## src/rtl/core/battery_fuel_gauge_defines.svh

```systemverilog
// Assertion macros shared by the fuel gauge RTL.
// Depends on nothing; users must have clk_i and rst_ni in scope.
`ifndef BATTERY_FUEL_GAUGE_DEFINES_SVH
`define BATTERY_FUEL_GAUGE_DEFINES_SVH

// Check a property on every rising clock edge outside reset.
`define BFG_ASSERT(lbl, prop, msg) \
  lbl: assert property (@(posedge clk_i) disable iff (!rst_ni) (prop)) else $error(msg);

// Check that a condition never occurs outside reset.
`define BFG_NEVER(lbl, cond, msg) \
  lbl: assert property (@(posedge clk_i) disable iff (!rst_ni) !(cond)) else $error(msg);

`endif

```

## src/rtl/core/bfg_pkg.sv

```systemverilog
// Shared types, constants and curve tables of the fuel gauge.
// Depends on nothing; used by every module of the block.
package bfg_pkg;

  localparam int PIN_W    = 12;
  localparam int MV_W     = 16;
  localparam int PCT_W    = 7;
  localparam int RATIO_W  = 4;
  localparam int CFG_IDX_W = 2;

  // Group length is a power of two so the mean is a plain shift.
  localparam int SPP_LOG2         = 3;
  localparam int SAMPLES_PER_POLL = 1 << SPP_LOG2;
  localparam int SUM_W            = PIN_W + SPP_LOG2;
  localparam int CNT_W            = (SPP_LOG2 > 0) ? SPP_LOG2 : 1;

  localparam int QUEUE_DEPTH = 4;
  localparam int QPTR_W      = 2;
  localparam int QCNT_W      = QPTR_W + 1;

  // Segment math: quotient = (n * recip) >> RECIP_SHIFT.
  localparam int SEG_W       = 3;
  localparam int DIFF_W      = 9;
  localparam int RECIP_W     = 14;
  localparam int RECIP_SHIFT = 16;
  localparam int PROD_W      = DIFF_W + RECIP_W;

  localparam logic [RATIO_W-1:0] RATIO_RESET = 4'd3;
  localparam logic [MV_W-1:0]    HIGH_RESET  = 16'd4160;
  localparam logic [MV_W-1:0]    LOW_RESET   = 16'd4120;
  localparam logic [MV_W-1:0]    CURVE_LO_MV = 16'd3000;
  localparam logic [MV_W-1:0]    CURVE_HI_MV = 16'd4200;
  localparam logic [PCT_W-1:0]   PCT_FULL    = 7'd100;
  localparam logic [PCT_W-1:0]   PCT_EMPTY   = 7'd0;

  typedef enum logic [CFG_IDX_W-1:0] {
    CFG_DIVIDER  = 2'd0,
    CFG_EXT_HIGH = 2'd1,
    CFG_EXT_LOW  = 2'd2
  } cfg_index_e;

  typedef struct packed {
    logic [RATIO_W-1:0] ratio;
    logic [MV_W-1:0]    ext_high;
    logic [MV_W-1:0]    ext_low;
  } cfg_t;

  typedef struct packed {
    logic full;
    logic empty;
  } q_status_t;

  // Curve breakpoints in mV, by segment start.
  function automatic logic [MV_W-1:0] curve_mv(input logic [SEG_W-1:0] idx);
    logic [MV_W-1:0] v;
    case (idx)
      3'd0:    v = 16'd3000;
      3'd1:    v = 16'd3300;
      3'd2:    v = 16'd3500;
      3'd3:    v = 16'd3700;
      3'd4:    v = 16'd3800;
      3'd5:    v = 16'd3900;
      3'd6:    v = 16'd4000;
      3'd7:    v = 16'd4100;
      default: v = 16'd3000;
    endcase
    return v;
  endfunction

  // Percent at each segment start.
  function automatic logic [PCT_W-1:0] curve_pct(input logic [SEG_W-1:0] idx);
    logic [PCT_W-1:0] v;
    case (idx)
      3'd0:    v = 7'd0;
      3'd1:    v = 7'd5;
      3'd2:    v = 7'd10;
      3'd3:    v = 7'd35;
      3'd4:    v = 7'd50;
      3'd5:    v = 7'd65;
      3'd6:    v = 7'd80;
      3'd7:    v = 7'd90;
      default: v = 7'd0;
    endcase
    return v;
  endfunction

  // rise/span reduced: 1/60, 1/40, 1/8, 3/20 (x3), 1/10 (x2). Numerator 3 flagged here.
  function automatic logic seg_triple(input logic [SEG_W-1:0] idx);
    return (idx == 3'd3) || (idx == 3'd4) || (idx == 3'd5);
  endfunction

  // ceil(2^16 / divisor); exact floor for the small numerators seen here.
  function automatic logic [RECIP_W-1:0] seg_recip(input logic [SEG_W-1:0] idx);
    logic [RECIP_W-1:0] v;
    case (idx)
      3'd0:    v = 14'd1093;
      3'd1:    v = 14'd1639;
      3'd2:    v = 14'd8192;
      3'd3:    v = 14'd3277;
      3'd4:    v = 14'd3277;
      3'd5:    v = 14'd3277;
      3'd6:    v = 14'd6554;
      3'd7:    v = 14'd6554;
      default: v = 14'd0;
    endcase
    return v;
  endfunction

endpackage

```

## src/rtl/core/bfg_front.sv

```systemverilog
// Front end: accepts ADC samples and sums them into groups.
// Depends on bfg_pkg; pushes each finished group sum into bfg_queue.
module bfg_front (
  input  logic                      clk_i,
  input  logic                      rst_ni,
  input  logic                      in_valid_i,
  output logic                      in_stall_o,
  input  logic [bfg_pkg::PIN_W-1:0] pin_mv_i,
  input  bfg_pkg::q_status_t        q_status_i,
  output logic                      push_o,
  output logic [bfg_pkg::SUM_W-1:0] push_sum_o
);
  import bfg_pkg::*;

  logic [SUM_W-1:0] sum_q, sum_d;
  logic [CNT_W-1:0] count_q, count_d;
  logic             accept;
  logic             last;
  logic [SUM_W-1:0] sum_total;

  // Hold off samples while the queue has no room.
  assign in_stall_o = q_status_i.full;
  assign accept     = in_valid_i && !q_status_i.full;
  assign last       = (count_q == CNT_W'(SAMPLES_PER_POLL - 1));
  assign sum_total  = sum_q + SUM_W'(pin_mv_i);

  // Accumulate; close the group on its last sample.
  always_comb begin
    sum_d   = sum_q;
    count_d = count_q;
    if (accept) begin
      if (last) begin
        sum_d   = '0;
        count_d = '0;
      end else begin
        sum_d   = sum_total;
        count_d = count_q + CNT_W'(1);
      end
    end
  end

  assign push_o     = accept && last;
  assign push_sum_o = sum_total;

  always_ff @(posedge clk_i or negedge rst_ni) begin
    if (!rst_ni) begin
      sum_q   <= '0;
      count_q <= '0;
    end else begin
      sum_q   <= sum_d;
      count_q <= count_d;
    end
  end

endmodule

```

## src/rtl/core/bfg_queue.sv

```systemverilog
// Short FIFO of group sums between front and back end.
// Depends on bfg_pkg and battery_fuel_gauge_defines.svh.
`include "battery_fuel_gauge_defines.svh"
module bfg_queue (
  input  logic                      clk_i,
  input  logic                      rst_ni,
  input  logic                      push_i,
  input  logic [bfg_pkg::SUM_W-1:0] push_sum_i,
  input  logic                      pop_i,
  output logic [bfg_pkg::SUM_W-1:0] pop_sum_o,
  output bfg_pkg::q_status_t        status_o
);
  import bfg_pkg::*;

  logic [SUM_W-1:0]  mem_q [QUEUE_DEPTH];
  logic [QPTR_W-1:0] wr_ptr_q, wr_ptr_d;
  logic [QPTR_W-1:0] rd_ptr_q, rd_ptr_d;
  logic [QCNT_W-1:0] count_q, count_d;

  assign status_o.full  = (count_q == QCNT_W'(QUEUE_DEPTH));
  assign status_o.empty = (count_q == '0);
  assign pop_sum_o      = mem_q[rd_ptr_q];

  // Advance pointers and occupancy.
  always_comb begin
    wr_ptr_d = push_i ? wr_ptr_q + QPTR_W'(1) : wr_ptr_q;
    rd_ptr_d = pop_i  ? rd_ptr_q + QPTR_W'(1) : rd_ptr_q;
    count_d  = count_q;
    if (push_i && !pop_i) begin
      count_d = count_q + QCNT_W'(1);
    end else if (!push_i && pop_i) begin
      count_d = count_q - QCNT_W'(1);
    end
  end

  always_ff @(posedge clk_i or negedge rst_ni) begin
    if (!rst_ni) begin
      wr_ptr_q <= '0;
      rd_ptr_q <= '0;
      count_q  <= '0;
    end else begin
      wr_ptr_q <= wr_ptr_d;
      rd_ptr_q <= rd_ptr_d;
      count_q  <= count_d;
    end
  end

  // Store entries; no reset on payload.
  always_ff @(posedge clk_i) begin
    if (push_i) begin
      mem_q[wr_ptr_q] <= push_sum_i;
    end
  end

  `BFG_NEVER(a_no_overflow, push_i && status_o.full && !pop_i, "queue push while full")
  `BFG_NEVER(a_no_underflow, pop_i && status_o.empty, "queue pop while empty")

endmodule

```

## src/rtl/core/bfg_back.sv

```systemverilog
// Back end: pack voltage, EMA, hysteresis flag and charge curve.
// Depends on bfg_pkg and battery_fuel_gauge_defines.svh; fed by bfg_queue.
`include "battery_fuel_gauge_defines.svh"
module bfg_back (
  input  logic                      clk_i,
  input  logic                      rst_ni,
  input  bfg_pkg::cfg_t             cfg_i,
  input  bfg_pkg::q_status_t        q_status_i,
  input  logic [bfg_pkg::SUM_W-1:0] pop_sum_i,
  output logic                      pop_o,
  output logic                      out_valid_o,
  input  logic                      out_stall_i,
  output logic [bfg_pkg::MV_W-1:0]  rail_mv_o,
  output logic [bfg_pkg::PCT_W-1:0] charge_percent_o,
  output logic                      on_external_o
);
  import bfg_pkg::*;

  logic               en;
  // Stage 1: pack voltage
  logic               v1_q;
  logic [MV_W-1:0]    pack_q;
  logic [PIN_W-1:0]   mean;
  logic [MV_W-1:0]    pack_d;
  // Stage 2: smoothing state
  logic               v2_q;
  logic [MV_W-1:0]    smooth_q, smooth_d;
  logic               primed_q;
  logic [MV_W+1:0]    ema_sum;
  // Stage 3: curve setup and flag
  logic               v3_q;
  logic               flag_q, flag_d;
  logic [MV_W-1:0]    rail3_q;
  logic               lo_q, hi_q;
  logic [PCT_W-1:0]   base_q;
  logic [DIFF_W-1:0]  num_q;
  logic [RECIP_W-1:0] recip_q;
  logic [SEG_W-1:0]   seg;
  logic [MV_W-1:0]    diff16;
  logic [DIFF_W-1:0]  diff;
  logic [DIFF_W:0]    num_wide;
  // Stage 4: output register
  logic               v4_q;
  logic [MV_W-1:0]    rail4_q;
  logic [PCT_W-1:0]   pct4_q, pct4_d;
  logic               ext4_q;
  logic [PROD_W-1:0]  prod;

  // Advance the whole pipe unless a result waits on a stalled sink.
  assign en    = !v4_q || !out_stall_i;
  assign pop_o = en && !q_status_i.empty;

  // Mean by shift, then scale by the divider ratio.
  assign mean   = pop_sum_i[SUM_W-1:SPP_LOG2];
  assign pack_d = MV_W'(mean) * MV_W'(cfg_i.ratio);

  // EMA: (3*old + pack) / 4, or load on the first group.
  assign ema_sum  = {2'b00, smooth_q} + {1'b0, smooth_q, 1'b0} + {2'b00, pack_q};
  assign smooth_d = primed_q ? ema_sum[MV_W+1:2] : pack_q;

  // Locate the curve segment and form the scaled numerator.
  always_comb begin
    seg = '0;
    for (int k = 1; k < 8; k++) begin
      if (smooth_q >= curve_mv(SEG_W'(k))) begin
        seg = SEG_W'(k);
      end
    end
  end
  assign diff16   = smooth_q - curve_mv(seg);
  assign diff     = diff16[DIFF_W-1:0];
  assign num_wide = seg_triple(seg) ? ({diff, 1'b0} + {1'b0, diff}) : {1'b0, diff};

  // Set at or above high, otherwise clear at or below low.
  always_comb begin
    flag_d = flag_q;
    if (smooth_q >= cfg_i.ext_high) begin
      flag_d = 1'b1;
    end else if (smooth_q <= cfg_i.ext_low) begin
      flag_d = 1'b0;
    end
  end

  // Interpolate and clamp the percentage.
  assign prod = PROD_W'(num_q) * PROD_W'(recip_q);
  always_comb begin
    if (lo_q) begin
      pct4_d = PCT_EMPTY;
    end else if (hi_q) begin
      pct4_d = PCT_FULL;
    end else begin
      pct4_d = base_q + prod[PROD_W-1:RECIP_SHIFT];
    end
  end

  // Control and state registers.
  always_ff @(posedge clk_i or negedge rst_ni) begin
    if (!rst_ni) begin
      v1_q     <= 1'b0;
      v2_q     <= 1'b0;
      v3_q     <= 1'b0;
      v4_q     <= 1'b0;
      smooth_q <= '0;
      primed_q <= 1'b0;
      flag_q   <= 1'b1;
    end else if (en) begin
      v1_q <= !q_status_i.empty;
      v2_q <= v1_q;
      v3_q <= v2_q;
      v4_q <= v3_q;
      if (v1_q) begin
        smooth_q <= smooth_d;
        primed_q <= 1'b1;
      end
      if (v2_q) begin
        flag_q <= flag_d;
      end
    end
  end

  // Payload registers.
  always_ff @(posedge clk_i) begin
    if (en) begin
      pack_q  <= pack_d;
      rail3_q <= smooth_q;
      lo_q    <= (smooth_q <= CURVE_LO_MV);
      hi_q    <= (smooth_q >= CURVE_HI_MV);
      base_q  <= curve_pct(seg);
      num_q   <= num_wide[DIFF_W-1:0];
      recip_q <= seg_recip(seg);
      rail4_q <= rail3_q;
      pct4_q  <= pct4_d;
      ext4_q  <= flag_q;
    end
  end

  assign out_valid_o      = v4_q;
  assign rail_mv_o        = rail4_q;
  assign charge_percent_o = pct4_q;
  assign on_external_o    = ext4_q;

  `BFG_NEVER(a_primed_sticks, $fell(primed_q), "primed dropped after first group")
  `BFG_ASSERT(a_primed_before_use, v2_q |-> primed_q, "smoothed value used before priming")
  `BFG_ASSERT(a_pct_in_range, v4_q |-> (pct4_q <= PCT_FULL), "charge percent above full")

endmodule

```

## src/rtl/core/battery_fuel_gauge.sv

```systemverilog
// Top level of the voltage-based Li-ion fuel gauge.
// Depends on bfg_pkg, bfg_front, bfg_queue and bfg_back.
//
//  channel | direction | handshake                | payload
//  --------+-----------+--------------------------+-----------------------------------
//  sample  | in        | in_valid_i / in_stall_o  | pin_mv_i
//  result  | out       | out_valid_o / out_stall_i| rail_mv_o, charge_percent_o, on_external_o
//  config  | in        | cfg_valid_i / cfg_ready_o| cfg_index_i, cfg_data_i
//
// One sample is accepted per cycle unless in_stall_o is high; every 8th sample closes a
// group and yields one result. That result passes through the queue and then the back-end
// stages: pack voltage, smoothing, curve setup and flag, output register.
// The 4-entry group queue keeps samples flowing while the output stalls, until it fills.
// Reset clears the sums, the average and priming, and sets the external flag.
// Configuration writes are always taken (cfg_ready_o is high).
module battery_fuel_gauge (
  input  logic                          clk_i,
  input  logic                          rst_ni,
  input  logic                          in_valid_i,
  output logic                          in_stall_o,
  input  logic [bfg_pkg::PIN_W-1:0]     pin_mv_i,
  output logic                          out_valid_o,
  input  logic                          out_stall_i,
  output logic [bfg_pkg::MV_W-1:0]      rail_mv_o,
  output logic [bfg_pkg::PCT_W-1:0]     charge_percent_o,
  output logic                          on_external_o,
  input  logic                          cfg_valid_i,
  output logic                          cfg_ready_o,
  input  logic [bfg_pkg::CFG_IDX_W-1:0] cfg_index_i,
  input  logic [bfg_pkg::MV_W-1:0]      cfg_data_i
);
  import bfg_pkg::*;

  cfg_t             cfg_q;
  q_status_t        q_status;
  logic             push;
  logic [SUM_W-1:0] push_sum;
  logic             pop;
  logic [SUM_W-1:0] pop_sum;

  assign cfg_ready_o = 1'b1;

  // Write configuration registers; unknown indexes drop.
  always_ff @(posedge clk_i or negedge rst_ni) begin
    if (!rst_ni) begin
      cfg_q.ratio    <= RATIO_RESET;
      cfg_q.ext_high <= HIGH_RESET;
      cfg_q.ext_low  <= LOW_RESET;
    end else if (cfg_valid_i && cfg_ready_o) begin
      case (cfg_index_e'(cfg_index_i))
        CFG_DIVIDER:  cfg_q.ratio    <= cfg_data_i[RATIO_W-1:0];
        CFG_EXT_HIGH: cfg_q.ext_high <= cfg_data_i;
        CFG_EXT_LOW:  cfg_q.ext_low  <= cfg_data_i;
        default:      ;
      endcase
    end
  end

  bfg_front u_front (
    .clk_i      (clk_i),
    .rst_ni     (rst_ni),
    .in_valid_i (in_valid_i),
    .in_stall_o (in_stall_o),
    .pin_mv_i   (pin_mv_i),
    .q_status_i (q_status),
    .push_o     (push),
    .push_sum_o (push_sum)
  );

  bfg_queue u_queue (
    .clk_i      (clk_i),
    .rst_ni     (rst_ni),
    .push_i     (push),
    .push_sum_i (push_sum),
    .pop_i      (pop),
    .pop_sum_o  (pop_sum),
    .status_o   (q_status)
  );

  bfg_back u_back (
    .clk_i            (clk_i),
    .rst_ni           (rst_ni),
    .cfg_i            (cfg_q),
    .q_status_i       (q_status),
    .pop_sum_i        (pop_sum),
    .pop_o            (pop),
    .out_valid_o      (out_valid_o),
    .out_stall_i      (out_stall_i),
    .rail_mv_o        (rail_mv_o),
    .charge_percent_o (charge_percent_o),
    .on_external_o    (on_external_o)
  );

endmodule
```

## config.mk

```make
export PLATFORM = sky130hd
export DESIGN_NAME = battery_fuel_gauge
export DESIGN_NICKNAME = d
export VERILOG_FILES = /design/src/rtl/core/bfg_pkg.sv /design/src/rtl/core/bfg_front.sv /design/src/rtl/core/bfg_queue.sv /design/src/rtl/core/bfg_back.sv /design/src/rtl/core/battery_fuel_gauge.sv
export VERILOG_INCLUDE_DIRS = /design/src /design/src/rtl/core
export SDC_FILE = /design/constraint.sdc
export NUM_CORES = 1
export LEC_CHECK = 0
export ABC_CLOCK_PERIOD_IN_PS = 12400
export BUFFER_PORTS_ARGS = -buffer_cell sky130_fd_sc_hd__buf_2
export CORE_ASPECT_RATIO = 0.8
export CORE_MARGIN = 8
export CORE_UTILIZATION = 30
export DETAILED_ROUTE_END_ITERATION = 7
export PLACE_DENSITY = 0.52
export SYNTH_ARGS = -nofsm -noshare
export SYNTH_HDL_FRONTEND = slang
export SYNTH_SLANG_ARGS = --single-unit
export TNS_END_PERCENT = 5
```

## constraint.sdc

```tcl
create_clock -name clk_i -period 12.4 [get_ports clk_i]
set_input_delay 2.48 -clock clk_i [delete_from_list [all_inputs] [get_ports clk_i]]
set_output_delay 2.48 -clock clk_i [all_outputs]
set_load 0.01 [all_outputs]
```

Yosys cells after proc, flatten, opt, wreduce, memory -nomap -nowiden
Memories as Yosys holds them, arrays and structs flattened. A register that Yosys moved wholly into a read port is not among the register bits. Index checks and enable logic that the tools add are counted.

Register bits: 150. Bits in writable memories: 60. Input port bits: 35. Memory bits (read-only): 256. Memories: 4. Logic and storage cells: 101.

Memory list: (no name shown) (depth 8, bits a word 14, rd ports 1, clocked after memory_dff 1, wr ports 0, line bfg_pkg.sv:95) `case (idx)`; (no name shown) (depth 8, bits a word 11, rd ports 1, clocked after memory_dff 0, wr ports 0, line bfg_pkg.sv:56) `case (idx)`; u_queue.mem_q (depth 4, bits a word 15, rd ports 1, clocked after memory_dff 0, wr ports 1, line bfg_queue.sv:15) `logic [SUM_W-1:0] mem_q [QUEUE_DEPTH];`; (no name shown) (depth 8, bits a word 7, rd ports 1, clocked after memory_dff 1, wr ports 0, line bfg_pkg.sv:73) `case (idx)`.

Multiply operators: 2. Multiplexer cells: 18. Reduce and logical (&&, ||, !) cells: 24. Add/sub/neg operators: 11. Order comparisons: 11. Equal/unequal tests: 7.

Operators with widths (count): 16-bit by 12-bit >= comparator with 1-bit output, second input constant (6); 16-bit by 13-bit >= comparator with 1-bit output, second input constant (2); 3-bit two-way mux (9); 9-bit by 14-bit multiplier with 23-bit output (1); 16-bit by 17-bit adder with 18-bit output (1); 18-bit by 16-bit adder with 18-bit output (1); 16-bit >= comparator (1); 16-bit by 12-bit less-or-equal comparator with 1-bit output, second input constant (1); 16-bit less-or-equal comparator (1); 12-bit by 4-bit multiplier with 16-bit output (1); 16-bit two-way mux (1); 15-bit by 12-bit adder with 15-bit output (1); 15-bit two-way mux (1); 3-bit == test, second input constant (4); 9-bit adder (1); 9-bit two-way mux (1); 9-bit subtractor (1); 2-bit AND reduction (4); 7-bit adder (1); 7-bit two-way mux (1); 3-bit by 1-bit adder with 3-bit output, second input constant (2); 1-bit zero test (6); 1-bit logical AND (5); 1-bit two-way mux (5); other kinds (11) (15).

Depth between registers and ports, before layout
Depth in word-level cells: 12. Depth in mapped cells: 28.

Cells and area by module
From an unflattened synthesis, not the netlist that was laid out.

Cell total of the unflattened synthesis: 1419. Area, all modules: 16118.0 µm².

Modules (own cells, without submodules): bfg_back (area each 10696.5 µm², cells an instance 1088, instances 1); bfg_queue (area each 2597.5 µm², cells an instance 113, instances 1); battery_fuel_gauge (area each 1490.2 µm², cells an instance 79, instances 1); bfg_front (area each 1333.8 µm², cells an instance 139, instances 1).

Worst setup path before layout
No wires, ideal clock.

Path kind: register to register. Start point: register u_back.recip_q[10]. End point: register u_back.pct4_q[6], in the netlist u_back.charge_percent_o[6] (data pin). Cell stages (with the launch flop): 28. Library setup time: 262 ps. Setup slack: 6203 ps. Arrival time: 5935 ps. Data required time: 12138 ps. Path through: edfxtp_1 clkbuf_1 and2_1 inv_1 fa_1 inv_1 fa_1 inv_1 fa_1 fa_1 inv_1 ha_1 a2111oi_0 o31ai_1 a211oi_1 a21oi_1 and2_1 o21a_1 nor2_1 xnor2_1 ha_1 a21o_1 a21o_1 a21o_1 a21oi_1 xnor2_1 xnor2_1 a21oi_1.

Word-level cells in the longest chain between the ends: 3.

Ends and longest elaborated chain: start: declaration (line bfg_back.sv:37) `logic [RECIP_W-1:0] recip_q;`; 9-bit by 14-bit multiplier with 23-bit output (line bfg_back.sv:85) `assign prod = PROD_W'(num_q) * PROD_W'(recip_q);`; 7-bit adder (line bfg_back.sv:92) `pct4_d = base_q + prod[PROD_W-1:RECIP_SHIFT];`; 7-bit two-way mux (line bfg_back.sv:89) `end else if (hi_q) begin`; end signal: assignment (line bfg_back.sv:132) `pct4_q <= pct4_d;`; end: declaration (line bfg_back.sv:45) `logic [PCT_W-1:0] pct4_q, pct4_d;`.

Every way passes these cells. A chain may end at the register's enable or synchronous reset.

Worst setup path after layout
Ends and elaborated chain as after synthesis.

==> results.yml <==
setup_path:
  worst_ep_arrival_time_ns: 7.04
  rrSetupSlack_ns: 5.63
  worst_path_largest_cell_delay_ns: 0.56
  cp_data_required_time_ns: 12.67
  critPathLaunch: "u_back.recip_q[10]$_DFFE_PN_"
  regToRegEndpoint: "u_back.charge_percent_o[6]$_SDFFCE_PP0N_"
  path_max_fanout: 9
  worst_setup_path_start_kind: "register"
  critical_path_endpoint_category: "register"
  cp_slowest_cell: "sky130_fd_sc_hd__fa_1"
  worst_r2r_startpoint: "u_back.recip_q[10]$_DFFE_PN_"
  timing.reg2reg.worst_path_depth: 26
  worstSetupPathType: "register to register"
  critPathCapture: "u_back.charge_percent_o[6]$_SDFFCE_PP0N_"
sta:
  rel_slew_slack_pct: 35.3
  setup-tns-final_ns: 0
  grt_setup_unrepaired: "false"
  clock_skew_ns: 0.0111
  max_freq_ghz: 0.148
  timing.final.hold_violations: 0
  timing_max_transition_violations_final: 0
  finalCriticalPeriod_ns: 6.77
  period_share_pct: 54.6
  final-setup-viol-count: 0
  worst-slew-pin-transition_ns: 0.967
route:
  vias: 10100
  detail_route.iter0.violations: 536
  wl_per_cell_um: 14.9
  routed_wl_mm: 33.0
  first_pass_iters: 5
  viasPerCell: 4.59
  drt.antenna.violating_nets: 0
  route.detailed.drc: 0
floorplan:
  die_height_um: 222
  core_area_um2: 52400
  std_cell_rows: 75
  initial_utilization_pct: 30.3
  chip_width_um: 273
  dieArea_um2: 60600
  i_o_pin_count: 62
yosys:
  multiplexer_share_of_the_synthesized_area_pct: 5.28
  yosysTopAreaCellShare_pct: 24.0
  synth.net_count: 1764
  synth_top_family_by_area: "adder cells"
  yosys_most_used_dff: "sky130_fd_sc_hd__edfxtp_1"
  async_flop_share_pct: 39.5
  syn_area_per_cell_um2: 11.1
  yosysWarningCount: 0
  post_synth_inst_count: 1434
  post_synth_fa_ha_maj_area_fraction_pct: 28.2
  synth_top_cells_by_count: "sky130_fd_sc_hd__inv_1 (216), sky130_fd_sc_hd__ha_1 (189), sky130_fd_sc_hd__edfxtp_1 (127)"
  leading_cell_types_by_total_area_after_synthesis: "sky130_fd_sc_hd__edfxtp_1 (24%), sky130_fd_sc_hd__ha_1 (15%), sky130_fd_sc_hd__fa_1 (13%), sky130_fd_sc_hd__dfrtp_1 (12%), sky130_fd_sc_hd__inv_1 (5.1%)"
  yosys.area.top_type: "sky130_fd_sc_hd__edfxtp_1"
  yosys.area_share.simple_pct: 10.5
  post_synth_xor_area_fraction_pct: 3.74
  synthMostInstantiatedCell: "sky130_fd_sc_hd__inv_1"
  register_area_share_after_synthesis_pct: 37.1
  synth.lib_cells_used.distinct: 70
  post_synthesis_compound_gate_area_fraction_pct: 9.25
  ys_ff_latch: 210
  synth_enable_flop_cells: 127
  synth_area_um2: 15900
placement:
  buffer_ports.inserted: 60
  gpl.final_weighted_congestion: 0.841
  dp_hpwl_mm: 25.5
finish:
  antenna-diode-count: 0
  multi_input_comb_area_um2: 9080
  area_delta_synth_final_pct: 12.4
  fillers: 5239
  seq_area_um2: 5900
  share_of_post_route_cells_with_drive_strength_above_1_pct: 11.9
  final_net_count: 1829
status:
  outcome: "finished, final reports clean"
global_routing:
  overflow_left_after_global_routing: 0
  grt_antenna_before_repair: 0
  grt_pass1_wl_mm: 56.0
  grt_util_all_layers_pct: 11.1
  grt_max_degree: 68
  grt_pass1_vias: 10700
clocking:
  cts-buffers-inserted: 24
  htree_levels: 1
  worstSkewPairLatency_ns: 0.53
  post_cts_buffers: 0
  post_cts_resize_count: 0
  cts.hold.buffers_added: 0
  buffer_cell_driving_the_clock_tree_root: "sky130_fd_sc_hd__clkbuf_16"
  tritoncts: "built"
  clock_sinks: 210
  clock_path_buffers: 3
  clk_transition_reported_paths_ns: 0.06
hold_path:
  holdCritPathClass: "register to register"
flow_run:
  cap_viol_max_count: 0
==> registers in the layout, indices dropped and copies added (netlist names), 2 cells and up <==
register                 flops
u_queue.rd_ptr_q             2
u_front.count_q              3
u_back.rail_mv_o            16
cfg_q                       36
u_back.recip_q               6
u_back.pack_q               16
u_queue.count_q              3
u_queue.wr_ptr_q             2
u_front.sum_q               15
u_back.num_q                 9
u_back.charge_percent_o      7
u_back.rail3_q              15
u_queue.mem_q               48
u_back.base_q                7
u_back.smooth_q             16
==> routing by layer <==
metal,vias to the layer above,track usage [%],wire length (um)
li1,5029,-,-
met1,4944,15.4,16500
met2,133,18.1,14800
met3,40,1.84,1090
met4,0,1.96,498
met5,-,0,0
==> critical path: cells and delay by family, from the launching register on <==
family | cells | cell delay, ns
adder cells (fa/ha/maj) | 6 | 2.71
AO/OA/AOI/OAI | 10 | 2.08
AND/OR/NAND/NOR | 3 | 0.57
flip-flops | 1 | 0.50
XOR/XNOR | 3 | 0.43
buffers and inverters | 4 | 0.25
==> placed cells by master, fill, tap and decap left out, drive strengths merged, types with 3 or more instances in the layout <==
cell / netlist / routed
a211o: 3 / 3
a211oi: 3 / 3
a21boi: 4 / 4
a21o: 26 / 26
a21oi: 69 / 69
a22o: 9 / 9
a31o: 5 / 5
a31oi: 8 / 8
and2: 58 / 58
and3: 13 / 13
buf: 7 / 63
bufinv: 0 / 5
clkbuf: 17 / 28
clkinv: 0 / 7
clkinvlp: 0 / 4
dfrtp: 75 / 75
dfstp: 8 / 8
edfxtp: 127 / 127
fa: 106 / 106
ha: 189 / 189
inv: 216 / 216
mux2: 38 / 38
mux2i: 14 / 14
mux4: 12 / 12
nand2: 124 / 124
nand2b: 12 / 12
nand3: 16 / 16
nand4: 8 / 8
nor2: 38 / 38
nor2b: 16 / 16
nor3: 20 / 20
nor3b: 7 / 7
o211ai: 13 / 13
o21a: 7 / 7
o21ai: 50 / 50
o21bai: 4 / 4
or2: 4 / 4
or3: 10 / 10
xnor2: 41 / 41
xor2: 26 / 26
==> cell type report <==
| cell class | count | area share [%] |
|---|---|---|
| clock inverters | 16 | 1.27 |
| clock buffers | 28 | 3.62 |
| flip-flops and latches | 210 | 33.1 |
| inverters | 216 | 4.54 |
| multi-input cells | 984 | 50.8 |
| well taps | 693 | 4.86 |
| repair buffers | 63 | 1.82 |
==> stage by stage <==
| step | util, % | cells | hold WS, ns | area [um^2] | setup WS [ns] |
|---|---|---|---|---|---|
| global placement | 32.4 | 2166 | 0.402 | 17000 | 5.88 |
| floorplan | - | 1434 | 0.400 | 15900 | 6.20 |
| detailed placement | 32.4 | 2166 | 0.405 | 17000 | 5.59 |
| CTS | 34.1 | 2210 | 0.418 | 17900 | 5.60 |
| finish | 34.1 | 2210 | 0.415 | 17900 | 5.63 |
| global route | 34.1 | 2210 | 0.421 | 17900 | 5.15 |
==> worst min path at each step <==
stage | startpoint | endpoint | slack (ns) | depth (start not counted)
6_report | u_back.rail3_q[4]$_DFFE_PN_ | u_back.rail_mv_o[4]$_DFFE_PN_ | 0.41 | 0
5_1_grt | u_back.rail3_q[12]$_DFFE_PN_ | u_back.rail_mv_o[12]$_DFFE_PN_ | 0.42 | 0
4_1_cts | u_back.rail3_q[4]$_DFFE_PN_ | u_back.rail_mv_o[4]$_DFFE_PN_ | 0.42 | 0
3_5_place_dp | u_back.rail3_q[8]$_DFFE_PN_ | u_back.rail_mv_o[8]$_DFFE_PN_ | 0.40 | 0
3_3_place_gp | u_back.rail3_q[4]$_DFFE_PN_ | u_back.rail_mv_o[4]$_DFFE_PN_ | 0.40 | 0
2_1_floorplan | u_back.rail3_q[10]$_DFFE_PN_ | u_back.rail_mv_o[10]$_DFFE_PN_ | 0.40 | 0
==> cell families (layout without fill, tap and decap cells) <==
family,count (synthesis),after routing
AND/OR/NAND/NOR,334,334
buffers and inverters,240,323
adder cells (fa/ha/maj),295,295
XOR/XNOR,67,67
AO/OA/AOI/OAI,223,223
flip-flops,210,210
multiplexers,64,64
other,1,1
Power is left out: the tool's default activity adds up to more than one toggle a clock period on the data nets, which glitch-free logic cannot reach.
